--- src/rtl/gpdir_pkg.sv ---
// Shared types, codes and the hat direction table for the gamepad direction decoder.
`default_nettype none

package gpdir_pkg;

	// Event kinds carried in the action field.
	localparam logic [1:0] ACT_BUTTON = 2'd0;
	localparam logic [1:0] ACT_AXIS   = 2'd1;
	localparam logic [1:0] ACT_HAT    = 2'd2;
	localparam logic [1:0] ACT_OTHER  = 2'd3;

	// Direction bits.
	localparam logic [3:0] DIR_NONE  = 4'h0;
	localparam logic [3:0] DIR_UP    = 4'h1;
	localparam logic [3:0] DIR_DOWN  = 4'h2;
	localparam logic [3:0] DIR_LEFT  = 4'h4;
	localparam logic [3:0] DIR_RIGHT = 4'h8;

	// Register indexes on the configuration port (word address bits).
	localparam logic [1:0] REG_BUTTON_OFFSETS = 2'd0;
	localparam logic [1:0] REG_AXIS_OFFSETS   = 2'd1;
	localparam logic [1:0] REG_CONNECTED_MASK = 2'd2;

	localparam int ADDR_W = 4;

	typedef struct packed {
		logic [1:0]         action;
		logic [1:0]         pad;
		logic [7:0]         raw_index;
		logic signed [15:0] raw_value;
	} evt_t;

	typedef struct packed {
		logic [1:0]  pad_out;
		logic [20:0] button_bits;
		logic [3:0]  direction;
		logic        bad_index;
	} res_t;

	typedef struct packed {
		logic [31:0] button_offsets;
		logic [31:0] axis_offsets;
		logic [3:0]  connected_mask;
	} cfg_t;

	// Eight-way hat table; positions above eight never reach it.
	function automatic logic [3:0] hat_dir(input logic [3:0] pos);
		logic [3:0] d;
		case (pos)
			4'd0: d = DIR_NONE;
			4'd1: d = DIR_UP;
			4'd2: d = DIR_UP | DIR_RIGHT;
			4'd3: d = DIR_RIGHT;
			4'd4: d = DIR_DOWN | DIR_RIGHT;
			4'd5: d = DIR_DOWN;
			4'd6: d = DIR_DOWN | DIR_LEFT;
			4'd7: d = DIR_LEFT;
			4'd8: d = DIR_LEFT | DIR_UP;
			default: d = DIR_NONE;
		endcase
		return d;
	endfunction

endpackage

`default_nettype wire

--- src/rtl/gpdir_cfg.sv ---
// APB-style configuration registers of the gamepad direction decoder.
`default_nettype none

module gpdir_cfg (
	input  wire logic                         clk,
	input  wire logic                         arst_n,
	input  wire logic                         psel,
	input  wire logic                         penable,
	input  wire logic                         pwrite,
	input  wire logic [gpdir_pkg::ADDR_W-1:0] paddr,
	input  wire logic [31:0]                  pwdata,
	output logic      [31:0]                  prdata,
	output gpdir_pkg::cfg_t                   cfg
);

	gpdir_pkg::cfg_t cfg_q;
	logic            wr_en;
	logic [1:0]      reg_sel;

	assign wr_en   = psel && penable && pwrite;
	assign reg_sel = paddr[3:2];
	assign cfg     = cfg_q;

	always_ff @(posedge clk or negedge arst_n) begin
		if (!arst_n) begin
			cfg_q <= '0;
		end else if (wr_en) begin
			case (reg_sel)
				gpdir_pkg::REG_BUTTON_OFFSETS: cfg_q.button_offsets <= pwdata;
				gpdir_pkg::REG_AXIS_OFFSETS:   cfg_q.axis_offsets   <= pwdata;
				gpdir_pkg::REG_CONNECTED_MASK: cfg_q.connected_mask <= pwdata[3:0];
				default: ;
			endcase
		end
	end

	always_comb begin
		case (reg_sel)
			gpdir_pkg::REG_BUTTON_OFFSETS: prdata = cfg_q.button_offsets;
			gpdir_pkg::REG_AXIS_OFFSETS:   prdata = cfg_q.axis_offsets;
			gpdir_pkg::REG_CONNECTED_MASK: prdata = {28'd0, cfg_q.connected_mask};
			default:                       prdata = '0;
		endcase
	end

endmodule

`default_nettype wire

--- src/rtl/gpdir_decode.sv ---
// Per-event decode: next pad state and the result item for one registered event.
`default_nettype none

module gpdir_decode #(
	parameter int PAD_COUNT    = 4,
	parameter int BUTTON_COUNT = 21
) (
	input  wire gpdir_pkg::evt_t          evt,
	input  wire gpdir_pkg::cfg_t          cfg,
	input  wire logic [BUTTON_COUNT-1:0]  cur_buttons,
	input  wire logic [3:0]               cur_h,
	input  wire logic [3:0]               cur_v,
	input  wire logic [3:0]               cur_dir,
	input  wire logic [15:0]              cur_peak,
	output logic                          take,
	output logic      [BUTTON_COUNT-1:0]  btn_nxt,
	output logic      [3:0]               h_nxt,
	output logic      [3:0]               v_nxt,
	output logic      [3:0]               dir_nxt,
	output logic      [15:0]              peak_nxt,
	output wire gpdir_pkg::res_t          res
);

	logic        pad_ok;
	logic        is_btn;
	logic        is_axis;
	logic        is_hat;
	logic [7:0]  boff;
	logic [7:0]  aoff;
	logic [8:0]  bdiff;
	logic        b_bad;
	logic [31:0] bit_wide;
	logic [BUTTON_COUNT-1:0] bmask;
	logic        odd;
	logic [16:0] vext;
	logic [16:0] mag;
	logic [15:0] peak_upd;
	logic        dead;
	logic        neg;
	logic        pos;
	logic [3:0]  h_axis;
	logic [3:0]  v_axis;
	logic        hat_ok;
	logic        bad;
	logic [31:0] btn_wide;

	assign pad_ok  = (32'(evt.pad) < PAD_COUNT) && cfg.connected_mask[evt.pad];
	assign is_btn  = (evt.action == gpdir_pkg::ACT_BUTTON);
	assign is_axis = (evt.action == gpdir_pkg::ACT_AXIS);
	assign is_hat  = (evt.action == gpdir_pkg::ACT_HAT);
	assign take    = pad_ok && (evt.action != gpdir_pkg::ACT_OTHER);

	assign boff = cfg.button_offsets[{evt.pad, 3'b000} +: 8];
	assign aoff = cfg.axis_offsets[{evt.pad, 3'b000} +: 8];

	// Button index relative to the pad's offset; the top bit is the sign.
	assign bdiff = {1'b0, evt.raw_index} - {1'b0, boff};
	assign b_bad = bdiff[8] || (32'(bdiff[7:0]) >= BUTTON_COUNT);

	// The first two buttons trade places.
	always_comb begin
		case (bdiff[4:0])
			5'd0:    bit_wide = 32'd2;
			5'd1:    bit_wide = 32'd1;
			default: bit_wide = 32'd1 << bdiff[4:0];
		endcase
	end
	assign bmask = bit_wide[BUTTON_COUNT-1:0];

	// Axis magnitude, peak tracking and dead zone of half the peak.
	assign odd      = evt.raw_index[0] ^ aoff[0];
	assign vext     = {evt.raw_value[15], evt.raw_value};
	assign mag      = evt.raw_value[15] ? (17'd0 - vext) : vext;
	assign peak_upd = (mag > {1'b0, cur_peak}) ? mag[15:0] : cur_peak;
	assign dead     = mag < {2'b00, peak_upd[15:1]};
	assign neg      = evt.raw_value[15] && !dead;
	assign pos      = !evt.raw_value[15] && (evt.raw_value != 16'sd0) && !dead;

	always_comb begin
		h_axis = cur_h;
		v_axis = cur_v;
		if (!odd) begin
			h_axis = neg ? gpdir_pkg::DIR_LEFT : pos ? gpdir_pkg::DIR_RIGHT : gpdir_pkg::DIR_NONE;
		end else begin
			v_axis = neg ? gpdir_pkg::DIR_UP : pos ? gpdir_pkg::DIR_DOWN : gpdir_pkg::DIR_NONE;
		end
	end

	assign hat_ok = !evt.raw_value[15] && (evt.raw_value[14:0] <= 15'd8);

	always_comb begin
		btn_nxt  = cur_buttons;
		h_nxt    = cur_h;
		v_nxt    = cur_v;
		dir_nxt  = cur_dir;
		peak_nxt = cur_peak;
		bad      = 1'b0;
		if (is_btn) begin
			if (b_bad) begin
				bad = 1'b1;
			end else if (evt.raw_value != 16'sd0) begin
				btn_nxt = cur_buttons | bmask;
			end else begin
				btn_nxt = cur_buttons & ~bmask;
			end
		end else if (is_axis) begin
			h_nxt    = h_axis;
			v_nxt    = v_axis;
			dir_nxt  = h_axis | v_axis;
			peak_nxt = peak_upd;
		end else if (is_hat) begin
			if (hat_ok) begin
				dir_nxt = gpdir_pkg::hat_dir(evt.raw_value[3:0]);
			end else begin
				bad = 1'b1;
			end
		end
	end

	assign btn_wide        = 32'(btn_nxt);
	assign res.pad_out     = evt.pad;
	assign res.button_bits = btn_wide[20:0];
	assign res.direction   = dir_nxt;
	assign res.bad_index   = bad;

endmodule

`default_nettype wire

--- src/rtl/gamepad_event_to_direction_bits.sv ---
// Top level of the gamepad event decoder: input register, pad state, result register.
// Each event passes through the input register and then the result register; a result not yet taken stalls it.
// Throughput: one event per cycle while results are taken; the result register frees as its transfer completes.
// Events for unconnected pads and "other" events are consumed with no result.
// Reset (arst_n low) clears all pad state, the shared axis peak, the valid flags and the configuration.
// After reset no pad is connected, so every event is dropped until configured.
`default_nettype none

module gamepad_event_to_direction_bits #(
	parameter int PAD_COUNT    = 4,
	parameter int BUTTON_COUNT = 21
) (
	input  wire logic                         clk,
	input  wire logic                         arst_n,
	// Event input channel.
	input  wire logic                         evt_valid,
	output logic                              evt_ready,
	input  wire gpdir_pkg::evt_t              evt,
	// Result output channel.
	output logic                              res_valid,
	input  wire logic                         res_ready,
	output gpdir_pkg::res_t                   res,
	// Configuration port.
	input  wire logic                         psel,
	input  wire logic                         penable,
	input  wire logic                         pwrite,
	input  wire logic [gpdir_pkg::ADDR_W-1:0] paddr,
	input  wire logic [31:0]                  pwdata,
	output logic      [31:0]                  prdata,
	output logic                              pready
);

	gpdir_pkg::cfg_t cfg;

	// Input stage: one event held while the decode works on it.
	logic            vld_s1;
	gpdir_pkg::evt_t evt_s1;

	// Pad state, one entry per pad, plus the peak shared by all pads.
	logic [BUTTON_COUNT-1:0] buttons_q [PAD_COUNT];
	logic [3:0]              horiz_q   [PAD_COUNT];
	logic [3:0]              vert_q    [PAD_COUNT];
	logic [3:0]              dir_q     [PAD_COUNT];
	logic [15:0]             peak_q;

	// State of the pad addressed by the event in the input stage.
	logic [BUTTON_COUNT-1:0] cur_buttons;
	logic [3:0]              cur_h;
	logic [3:0]              cur_v;
	logic [3:0]              cur_dir;

	logic                    take;
	logic [BUTTON_COUNT-1:0] btn_nxt;
	logic [3:0]              h_nxt;
	logic [3:0]              v_nxt;
	logic [3:0]              dir_nxt;
	logic [15:0]             peak_nxt;
	gpdir_pkg::res_t         dec_res;

	logic            advance;
	logic            res_valid_q;
	gpdir_pkg::res_t res_q;

	assign pready = 1'b1;

	gpdir_cfg u_cfg (
		.clk     (clk),
		.arst_n  (arst_n),
		.psel    (psel),
		.penable (penable),
		.pwrite  (pwrite),
		.paddr   (paddr),
		.pwdata  (pwdata),
		.prdata  (prdata),
		.cfg     (cfg)
	);

	// Select the addressed pad's state. Pad numbers beyond the pad count match
	// no entry; the decode drops those events, so the zero default is never used.
	always_comb begin
		cur_buttons = '0;
		cur_h       = '0;
		cur_v       = '0;
		cur_dir     = '0;
		for (int p = 0; p < PAD_COUNT; p++) begin
			if (32'(evt_s1.pad) == p) begin
				cur_buttons = buttons_q[p];
				cur_h       = horiz_q[p];
				cur_v       = vert_q[p];
				cur_dir     = dir_q[p];
			end
		end
	end

	gpdir_decode #(
		.PAD_COUNT    (PAD_COUNT),
		.BUTTON_COUNT (BUTTON_COUNT)
	) u_decode (
		.evt         (evt_s1),
		.cfg         (cfg),
		.cur_buttons (cur_buttons),
		.cur_h       (cur_h),
		.cur_v       (cur_v),
		.cur_dir     (cur_dir),
		.cur_peak    (peak_q),
		.take        (take),
		.btn_nxt     (btn_nxt),
		.h_nxt       (h_nxt),
		.v_nxt       (v_nxt),
		.dir_nxt     (dir_nxt),
		.peak_nxt    (peak_nxt),
		.res         (dec_res)
	);

	// The held event retires when it makes no result, or when the result
	// register is empty or is being emptied by a transfer in this cycle.
	// A new event enters whenever the input stage is empty or retiring, so
	// back-to-back events flow at one per cycle while results are taken.
	assign advance   = vld_s1 && (!take || !res_valid_q || res_ready);
	assign evt_ready = !vld_s1 || advance;

	always_ff @(posedge clk or negedge arst_n) begin
		if (!arst_n) begin
			vld_s1 <= 1'b0;
		end else if (evt_ready) begin
			vld_s1 <= evt_valid;
		end
	end

	always_ff @(posedge clk) begin
		if (evt_valid && evt_ready) begin
			evt_s1 <= evt;
		end
	end

	// Pad state updates at the edge where the event retires, so the next
	// event in the input stage already sees them.
	always_ff @(posedge clk or negedge arst_n) begin
		if (!arst_n) begin
			peak_q <= '0;
			for (int p = 0; p < PAD_COUNT; p++) begin
				buttons_q[p] <= '0;
				horiz_q[p]   <= '0;
				vert_q[p]    <= '0;
				dir_q[p]     <= '0;
			end
		end else if (advance && take) begin
			peak_q <= peak_nxt;
			for (int p = 0; p < PAD_COUNT; p++) begin
				if (32'(evt_s1.pad) == p) begin
					buttons_q[p] <= btn_nxt;
					horiz_q[p]   <= h_nxt;
					vert_q[p]    <= v_nxt;
					dir_q[p]     <= dir_nxt;
				end
			end
		end
	end

	// Result register: loaded as the event retires, held until its transfer.
	always_ff @(posedge clk or negedge arst_n) begin
		if (!arst_n) begin
			res_valid_q <= 1'b0;
		end else if (advance && take) begin
			res_valid_q <= 1'b1;
		end else if (res_ready) begin
			res_valid_q <= 1'b0;
		end
	end

	always_ff @(posedge clk) begin
		if (advance && take) begin
			res_q <= dec_res;
		end
	end

	assign res_valid = res_valid_q;
	assign res       = res_q;

	// The shared axis peak only ever grows.
	a_peak_monotonic: assert property (@(posedge clk) disable iff (!arst_n)
		peak_q >= $past(peak_q))
		else $error("axis peak decreased");

	// A reported direction never points both ways on one axis.
	a_dir_consistent: assert property (@(posedge clk) disable iff (!arst_n)
		res_valid |-> !(res.direction[0] && res.direction[1]) &&
			!(res.direction[2] && res.direction[3]))
		else $error("direction reports opposite bits together");

	// An event that cannot retire stays in the input stage untouched.
	a_s1_hold: assert property (@(posedge clk) disable iff (!arst_n)
		vld_s1 && !advance |=> vld_s1 && $stable(evt_s1))
		else $error("held event lost or changed in input stage");

endmodule

`default_nettype wire
--- config.mk ---
export PLATFORM = sky130hd
export DESIGN_NAME = gamepad_event_to_direction_bits
export DESIGN_NICKNAME = d
export VERILOG_FILES = /design/src/rtl/gpdir_pkg.sv /design/src/rtl/gpdir_cfg.sv /design/src/rtl/gpdir_decode.sv /design/src/rtl/gamepad_event_to_direction_bits.sv
export SDC_FILE = /design/constraint.sdc
export NUM_CORES = 1
export LEC_CHECK = 0
export ABC_AREA = 1
export BUFFER_PORTS_ARGS = -buffer_cell sky130_fd_sc_hd__buf_4
export CORE_UTILIZATION = 40
export CTS_BUF_LIST = sky130_fd_sc_hd__clkbuf_4 sky130_fd_sc_hd__clkbuf_8
export CTS_CLUSTER_SIZE = 20
export DETAILED_ROUTE_END_ITERATION = 8
export SYNTH_ARGS = -nofsm -noshare
export SYNTH_HDL_FRONTEND = slang
export SYNTH_SLANG_ARGS = --single-unit
--- constraint.sdc ---
create_clock -name clk -period 7.71 [get_ports clk]
set_clock_uncertainty 0.05 [all_clocks]
set_input_delay 0.3855 -clock clk [delete_from_list [all_inputs] [get_ports clk]]
set_output_delay 0.3855 -clock clk [all_outputs]
set_load 0.01 [all_outputs]
After elaboration in Yosys (flattened, before gate mapping)
Memories as Yosys holds them, arrays and structs flattened. A register that Yosys moved wholly into a read port is not among the register bits.
Index checks and enable logic that the tools add are counted.
Operators by class
  add/sub/neg operators: 2
  magnitude comparators: 5
  equality and inequality tests: 9
  shift operators: 3
  muxes and demuxes: 47
  bitwise operators: 6
  reduce and logical (&&, ||, !) cells: 34
Operator list (number)
  two-way mux 21 bit: 7
  two-way mux 4 bit: 26
  case mux 32 bit (3 select lines): 1
  case mux 21 bit (2 select lines): 1
  variable part select 32 x 6 -> 1 bit: 1
  variable part select 32 x 6 -> 8 bit: 1
  AND 21 bit: 1
  NOT 21 bit: 1
  OR 21 bit: 1
  left shift 1 x 5 -> 21 bit, first input constant: 1
  greater-than comparator 17 x 16 -> 1 bit: 1
  less-than comparator 17 x 15 -> 1 bit: 1
  two-way mux 17 bit: 1
  subtractor 1 x 16 -> 17 bit, first input constant: 1
  two-way mux 16 bit: 1
  nonzero test 16 bit: 1
  less-or-equal comparator 15 x 4 -> 1 bit, second input constant: 1
  AND reduction 2 bit: 7
  logical AND 1 bit: 10
  subtractor 8 x 8 -> 9 bit: 1
  equality test 2 bit, second input constant: 4
  >= comparator 8 x 5 -> 1 bit, second input constant: 1
  two-way mux 1 bit: 8
  equality test 2 x 1 -> 1 bit, second input constant: 3
  15 further kinds: 24
Word-level totals
  flip-flop bits (word level): 274
  bits in read-only memories: 64
  logic and storage cells: 138
  memories kept: 1
Memory list
  (name not given): words 16, width 4, read ports 1, clocked after memory_dff 1, write ports 0, RTL line gpdir_pkg.sv:49  | case (pos)

Longest topological paths before layout
  word-level depth: 13
  gate-level depth with buffers: 35
  mapped depth without buffers: 34

Modules after synthesis
From an unflattened synthesis, not the netlist that was laid out.
Unflattened totals
  cell total of the unflattened synthesis: 1997
  area, all modules: 15436.1 um^2
By module, submodules not included
  gamepad_event_to_direction_bits: instances 1, cells each 922, area each 8884.8 um^2, seq. area each 5435.2 um^2
  gpdir_decode: instances 1, cells each 667, area each 3514.6 um^2, seq. area each 0.0 um^2
  gpdir_cfg: instances 1, cells each 408, area each 3036.7 um^2, seq. area each 1701.6 um^2

Worst setup path after synthesis
No wires, ideal clock.
  kind: reg-to-reg
  from: register evt_s1[0] in the netlist's numbering
  to: register vert_q[0] in the netlist's numbering
  arrival time: 4.443 ns
  slack: 3.099 ns
  cell stages (with the launch flop): 32
  buffers on the path: 2
  clock period less this slack: 4.611 ns
  cells stage by stage: edfxtp_1 inv_1 ha_1 inv_1 nor2_1 inv_1 nor2_2 inv_1 nor2_1 nand2_1 nand2_1 o21ai_0 xor2_1 ha_1 nand3_1 nor3_1 nand4_1 nand2_1 clkbuf_1 clkbuf_1 o21ai_0 ha_1 a21oi_1 nor2_1 a211oi_1 o211ai_1 nor2_1 nand2_1 nand3_1 o21ai_0 nand2_1 nand2_1
Between the ends
  longest elaborated chain between the ends: 11
RTL lines
  start, declared: RTL line gamepad_event_to_direction_bits.sv:37  | gpdir_pkg::evt_t evt_s1;
  start signal, assigned: RTL line gamepad_event_to_direction_bits.sv:132  | evt_s1 <= evt;
  subtractor 1 x 16 -> 17 bit: RTL line gpdir_decode.sv:73  | assign mag = evt.raw_value[15] ? (17'd0 - vext) : vext;
  two-way mux 17 bit (*): RTL line gpdir_decode.sv:73
  greater-than comparator 17 x 16 -> 1 bit: RTL line gpdir_decode.sv:74  | assign peak_upd = (mag > {1'b0, cur_peak}) ? mag[15:0] : cur_peak;
  two-way mux 16 bit: RTL line gpdir_decode.sv:74
  less-than comparator 17 x 15 -> 1 bit (*): RTL line gpdir_decode.sv:75  | assign dead = mag < {2'b00, peak_upd[15:1]};
  zero test 1 bit (*): RTL line gpdir_decode.sv:76  | assign neg = evt.raw_value[15] && !dead;
  logical AND 1 bit (*): RTL line gpdir_decode.sv:76
  two-way mux 4 bit (*): RTL line gpdir_decode.sv:85  | v_axis = neg ? gpdir_pkg::DIR_UP : pos ? gpdir_pkg::DIR_DOWN : gpdir_pkg::DIR_NONE;
  two-way mux 4 bit (*): RTL line gpdir_decode.sv:82  | if (!odd) begin
  two-way mux 4 bit (*): RTL line gpdir_decode.sv:106  | end else if (is_axis) begin
  two-way mux 4 bit (*): RTL line gpdir_decode.sv:98  | if (is_btn) begin
  end signal, assigned by index: RTL line gamepad_event_to_direction_bits.sv:153  | vert_q[p] <= v_nxt;
  end, declared: RTL line gamepad_event_to_direction_bits.sv:42  | logic [3:0] vert_q [PAD_COUNT];
Mark *: on every way between the ends. The rest lies on a longest branch, timed or not.
A chain may end at the register's enable or synchronous reset.

Final worst setup path
  from: register evt_s1[0] in the netlist's numbering
  to: register vert_q[12] in the netlist's numbering
Same word-level chain as after synthesis.

==> impl_metrics.py <==
metrics = {
    "global_route": {
        "globalRouteOverflowTotal": 0,
        "grt_pass1_vias": 11600,
        "grtUsageTotal": 0.2166,
        "grt_pass1_wl_um": 61180,
        "grt_max_degree": 88,
        "antenna_found_initial": 0,
    },
    "clock_tree": {
        "clock_sinks": 278,
        "numCtsBuffers": 48,
        "clk_pin_slew_ns": 0.06,
        "postCtsSetupBuffers": 0,
        "clkLatencyLatePin_ns": 0.60,
        "cts_root_buf": "clkbuf_8",
        "postCtsResizedCells": 0,
        "htreeDepth": 2,
        "clk_path_buf_depth": 3,
        "cts_tree": "yes",
    },
    "power_and_ir_drop": {
        "intPower_mw": 2.772,
        "powerDensity_nw_per_um2": 242.7,
        "comb_power_share": 0.227,
        "pwr-share-clk": 0.341,
        "p_leak_nw": 8.251,
        "p_switching_mw": 1.265,
        "sw_frac_of_total": 0.3133,
        "ir_worst_vdd_mv": 0.1401,
        "pwr-share-seq": 0.433,
    },
    "synthesis": {
        "synth_cell_types": 50,
        "yosys_warnings": 0,
        "synthesis.nets": 1806,
        "syn_inst": 1693,
        "syn_avg_cell_area_um2": 8.212,
        "synthFlopType": "dfrtp_1",
        "async_flop_share": 0.7842,
        "syn_area_um2": 13900,
        "synth_edf_count": 56,
        "yosysSeqAreaShare": 0.5191,
        "ys_ff_latch": 278,
    },
    "critical_path": {
        "slowest_stage": "nand2_1",
        "cp-end-kind": "register",
        "path_buf_inv": 5,
        "cp_top_family": "simple AND/OR/NAND/NOR gates",
        "path_common_cell": "nand2_1",
        "critical_path_arrival_ns": 6.04,
        "critPathMaxFanout": 24,
        "cp-start-kind": "register",
        "max_stage_delay_ns": 0.59,
        "cp.depth": 30,
        "r2r_cells": 30,
        "worstSetupPathType": "register to register",
        "cp.required_ns": 8.14,
    },
    "sta": {
        "setup-violations-final": 0,
        "slew_violations": 0,
        "period_needed_ns": 5.612,
        "final-hold-violation-count": 0,
        "tightestPinTransition_ns": 1.197,
        "fin_setup_tns_ns": 0,
        "fmax_mhz": 178.2,
        "grt_setup_unrepaired": "false",
        "post-route-period-util": 0.7279,
        "slew_headroom": 0.2013,
    },
    "routing": {
        "drtIter0Drc": 732,
        "ant_nets": 0,
        "via_per_inst": 5.026,
        "wire_per_inst_um": 16.14,
        "routed_wl_um": 37810,
        "route.detailed.drc": 0,
        "vias": 11771,
        "dr.pass1.iters": 5,
    },
    "min_path": {
        "hold_path_class": "input pin to register",
        "hold_path_depth": 3,
    },
    "layout": {
        "drive_gt1_frac": 0.1510,
        "multi_input_area_um2": 5872,
        "utilization": 0.4912,
        "antenna_cells": 0,
        "final_nets": 1969,
        "regArea_um2": 7217,
        "fill_cells": 3301,
        "area_growth_pct": 19.66,
    },
    "floorplan": {
        "coreArea_um2": 33870,
        "rows": 67,
        "die_w_um": 188.4,
        "io_pins": 134,
        "start_util": 0.4105,
        "die_h_um": 188.4,
        "die_area_um2": 35500,
    },
    "placed_design": {
        "dp_hpwl_um": 23840,
        "place.gp.congestion": 0.8584,
        "port_buffers": 130,
    },
    "status": {
        "status": "complete, no violations",
    },
    "run": {
        "cap_violations": 0,
    },
}
## layout make-up
class | count | area share
Multi-Input combinational cell | 1203 | 0.3530
Tap cell | 448 | 0.03370
Clock buffer | 79 | 0.05671
Clock inverter | 9 | 0.002708
Inverter | 145 | 0.03272
Timing Repair Buffer | 180 | 0.08733
Sequential cell | 278 | 0.4338
## placed cells by master, fill, tap and decap left out, types with 5 or more instances in the layout
| cell type | n |
|---|---|
| a21oi_1 | 29 |
| a221oi_1 | 10 |
| a22o_1 | 14 |
| buf_4 | 141 |
| clkbuf_4 | 23 |
| clkbuf_8 | 57 |
| clkinv_2 | 5 |
| dfrtp_1 | 218 |
| dlygate4sd3_1 | 38 |
| edfxtp_1 | 56 |
| ha_1 | 41 |
| inv_1 | 136 |
| inv_2 | 8 |
| nand2_1 | 698 |
| nand2_2 | 13 |
| nand3_1 | 34 |
| nand4_1 | 53 |
| nor2_1 | 60 |
| nor2_2 | 8 |
| nor3_1 | 7 |
| o21ai_0 | 145 |
| o21ai_1 | 8 |
| o21ai_2 | 12 |
| o21ai_4 | 6 |
| o22ai_1 | 14 |
| xor2_1 | 10 |
## flip-flops by register name, summed over array words and instances, names as in the netlist, named ones only
name / cells
horiz_q: 16
res: 28
peak_q: 16
dir_q: 16
vld_s1: 1
buttons_q: 84
res_valid: 1
vert_q: 16
u_cfg.cfg: 68
evt_s1: 28
## cell families after synthesis
| group | synth area share |
|---|---|
| flops | 0.5191 |
| fa+ha+maj | 0.03834 |
| buf+inv | 0.06048 |
| compound gates | 0.1126 |
| other cells | 0.0002697 |
| simple gates | 0.2616 |
| xor+xnor | 0.007560 |
## layer usage
metal / part of all wire / vias up / track usage / routed length (µm)
met3: 0.057 / 59 / 0.04172 / 2158
met2: 0.47 / 316 / 0.3498 / 17600
li1: - / 5844 / - / -
met4: 0.022 / 0 / 0.07134 / 813
met1: 0.46 / 5552 / 0.2925 / 17230
met5: 0 / - / 0 / 0
## Yosys cell counts, drive strengths merged (2+ instances only)
cell / count / area share
dfrtp: 218 / 0.39
a221oi: 10 / 0.0063
nand3b: 2 / 0.0011
buf: 26 / 0.010
a21oi: 31 / 0.012
xnor2: 2 / 0.0013
nor3: 8 / 0.0037
a22oi: 4 / 0.0022
or2: 7 / 0.0031
o211ai: 4 / 0.0022
inv: 145 / 0.039
clkbuf: 41 / 0.011
edfxtp: 56 / 0.12
nand2: 711 / 0.19
o21ai: 171 / 0.070
xor2: 10 / 0.0063
nor2: 72 / 0.021
and3: 2 / 0.00090
ha: 41 / 0.037
nand4: 53 / 0.024
o22ai: 14 / 0.0063
nand3: 35 / 0.013
a22o: 14 / 0.0088
dfxtp: 4 / 0.0058
o21a: 3 / 0.0016
## through the flow
step                      power, mW  area, µm²  hold WS [ns]  cells  worst slack (ns)
after floorplan               2.378      13900       0.03991   1693             3.099
final                         4.037      16630       0.02167   2342             2.098
after global placement        2.642      15270        0.4122   2216             2.204
after CTS                     4.074      16630     0.0003908   2342             2.088
after detailed placement      2.669      15270        0.4149   2216             2.115
after global routing          4.295      16630       0.01214   2342             1.387
## worst reg2reg max path, delay by kind of cell, from the launching register on
kind	cells	cell delay [ns]
buf+inv	5	0.68
simple gates	15	2.34
compound gates	6	1.03
fa+ha+maj	3	0.83
flops	1	0.35
xor+xnor	1	0.20
## path summary, 6_finish.rpt
kind | end | slack, ns | startpoint
setup / recovery | vert_q[12] | 2.10 | evt_s1[0]
hold / removal | u_cfg.cfg[34] | 0.02 | pwdata[30]
setup reg to reg | vert_q[12] | 2.10 | evt_s1[0]
hold reg to reg | buttons_q[67] | 0.43 | buttons_q[67]
max in group asynchronous | buttons_q[71] | 5.68 | arst_n
min in group asynchronous | u_cfg.cfg[25] | 0.35 | arst_n
## power groups by stage
stage               clock (mW)  sequential, mW  combinational (mW)
finish                    1.38            1.75               0.915
global route              1.48            1.76                1.05
CTS                       1.41            1.75               0.918
detailed placement           0            1.77               0.898
global placement             0            1.77               0.875
floorplan                    0            1.75               0.627
## repair_timing
item / in CTS / in global routing
hold buffers: 38 / 0
endpoints found under the setup margin: 0 / 0
hold endpoints to repair: 127 / 0
No activity file was read; power rests on OpenSTA's default activity.
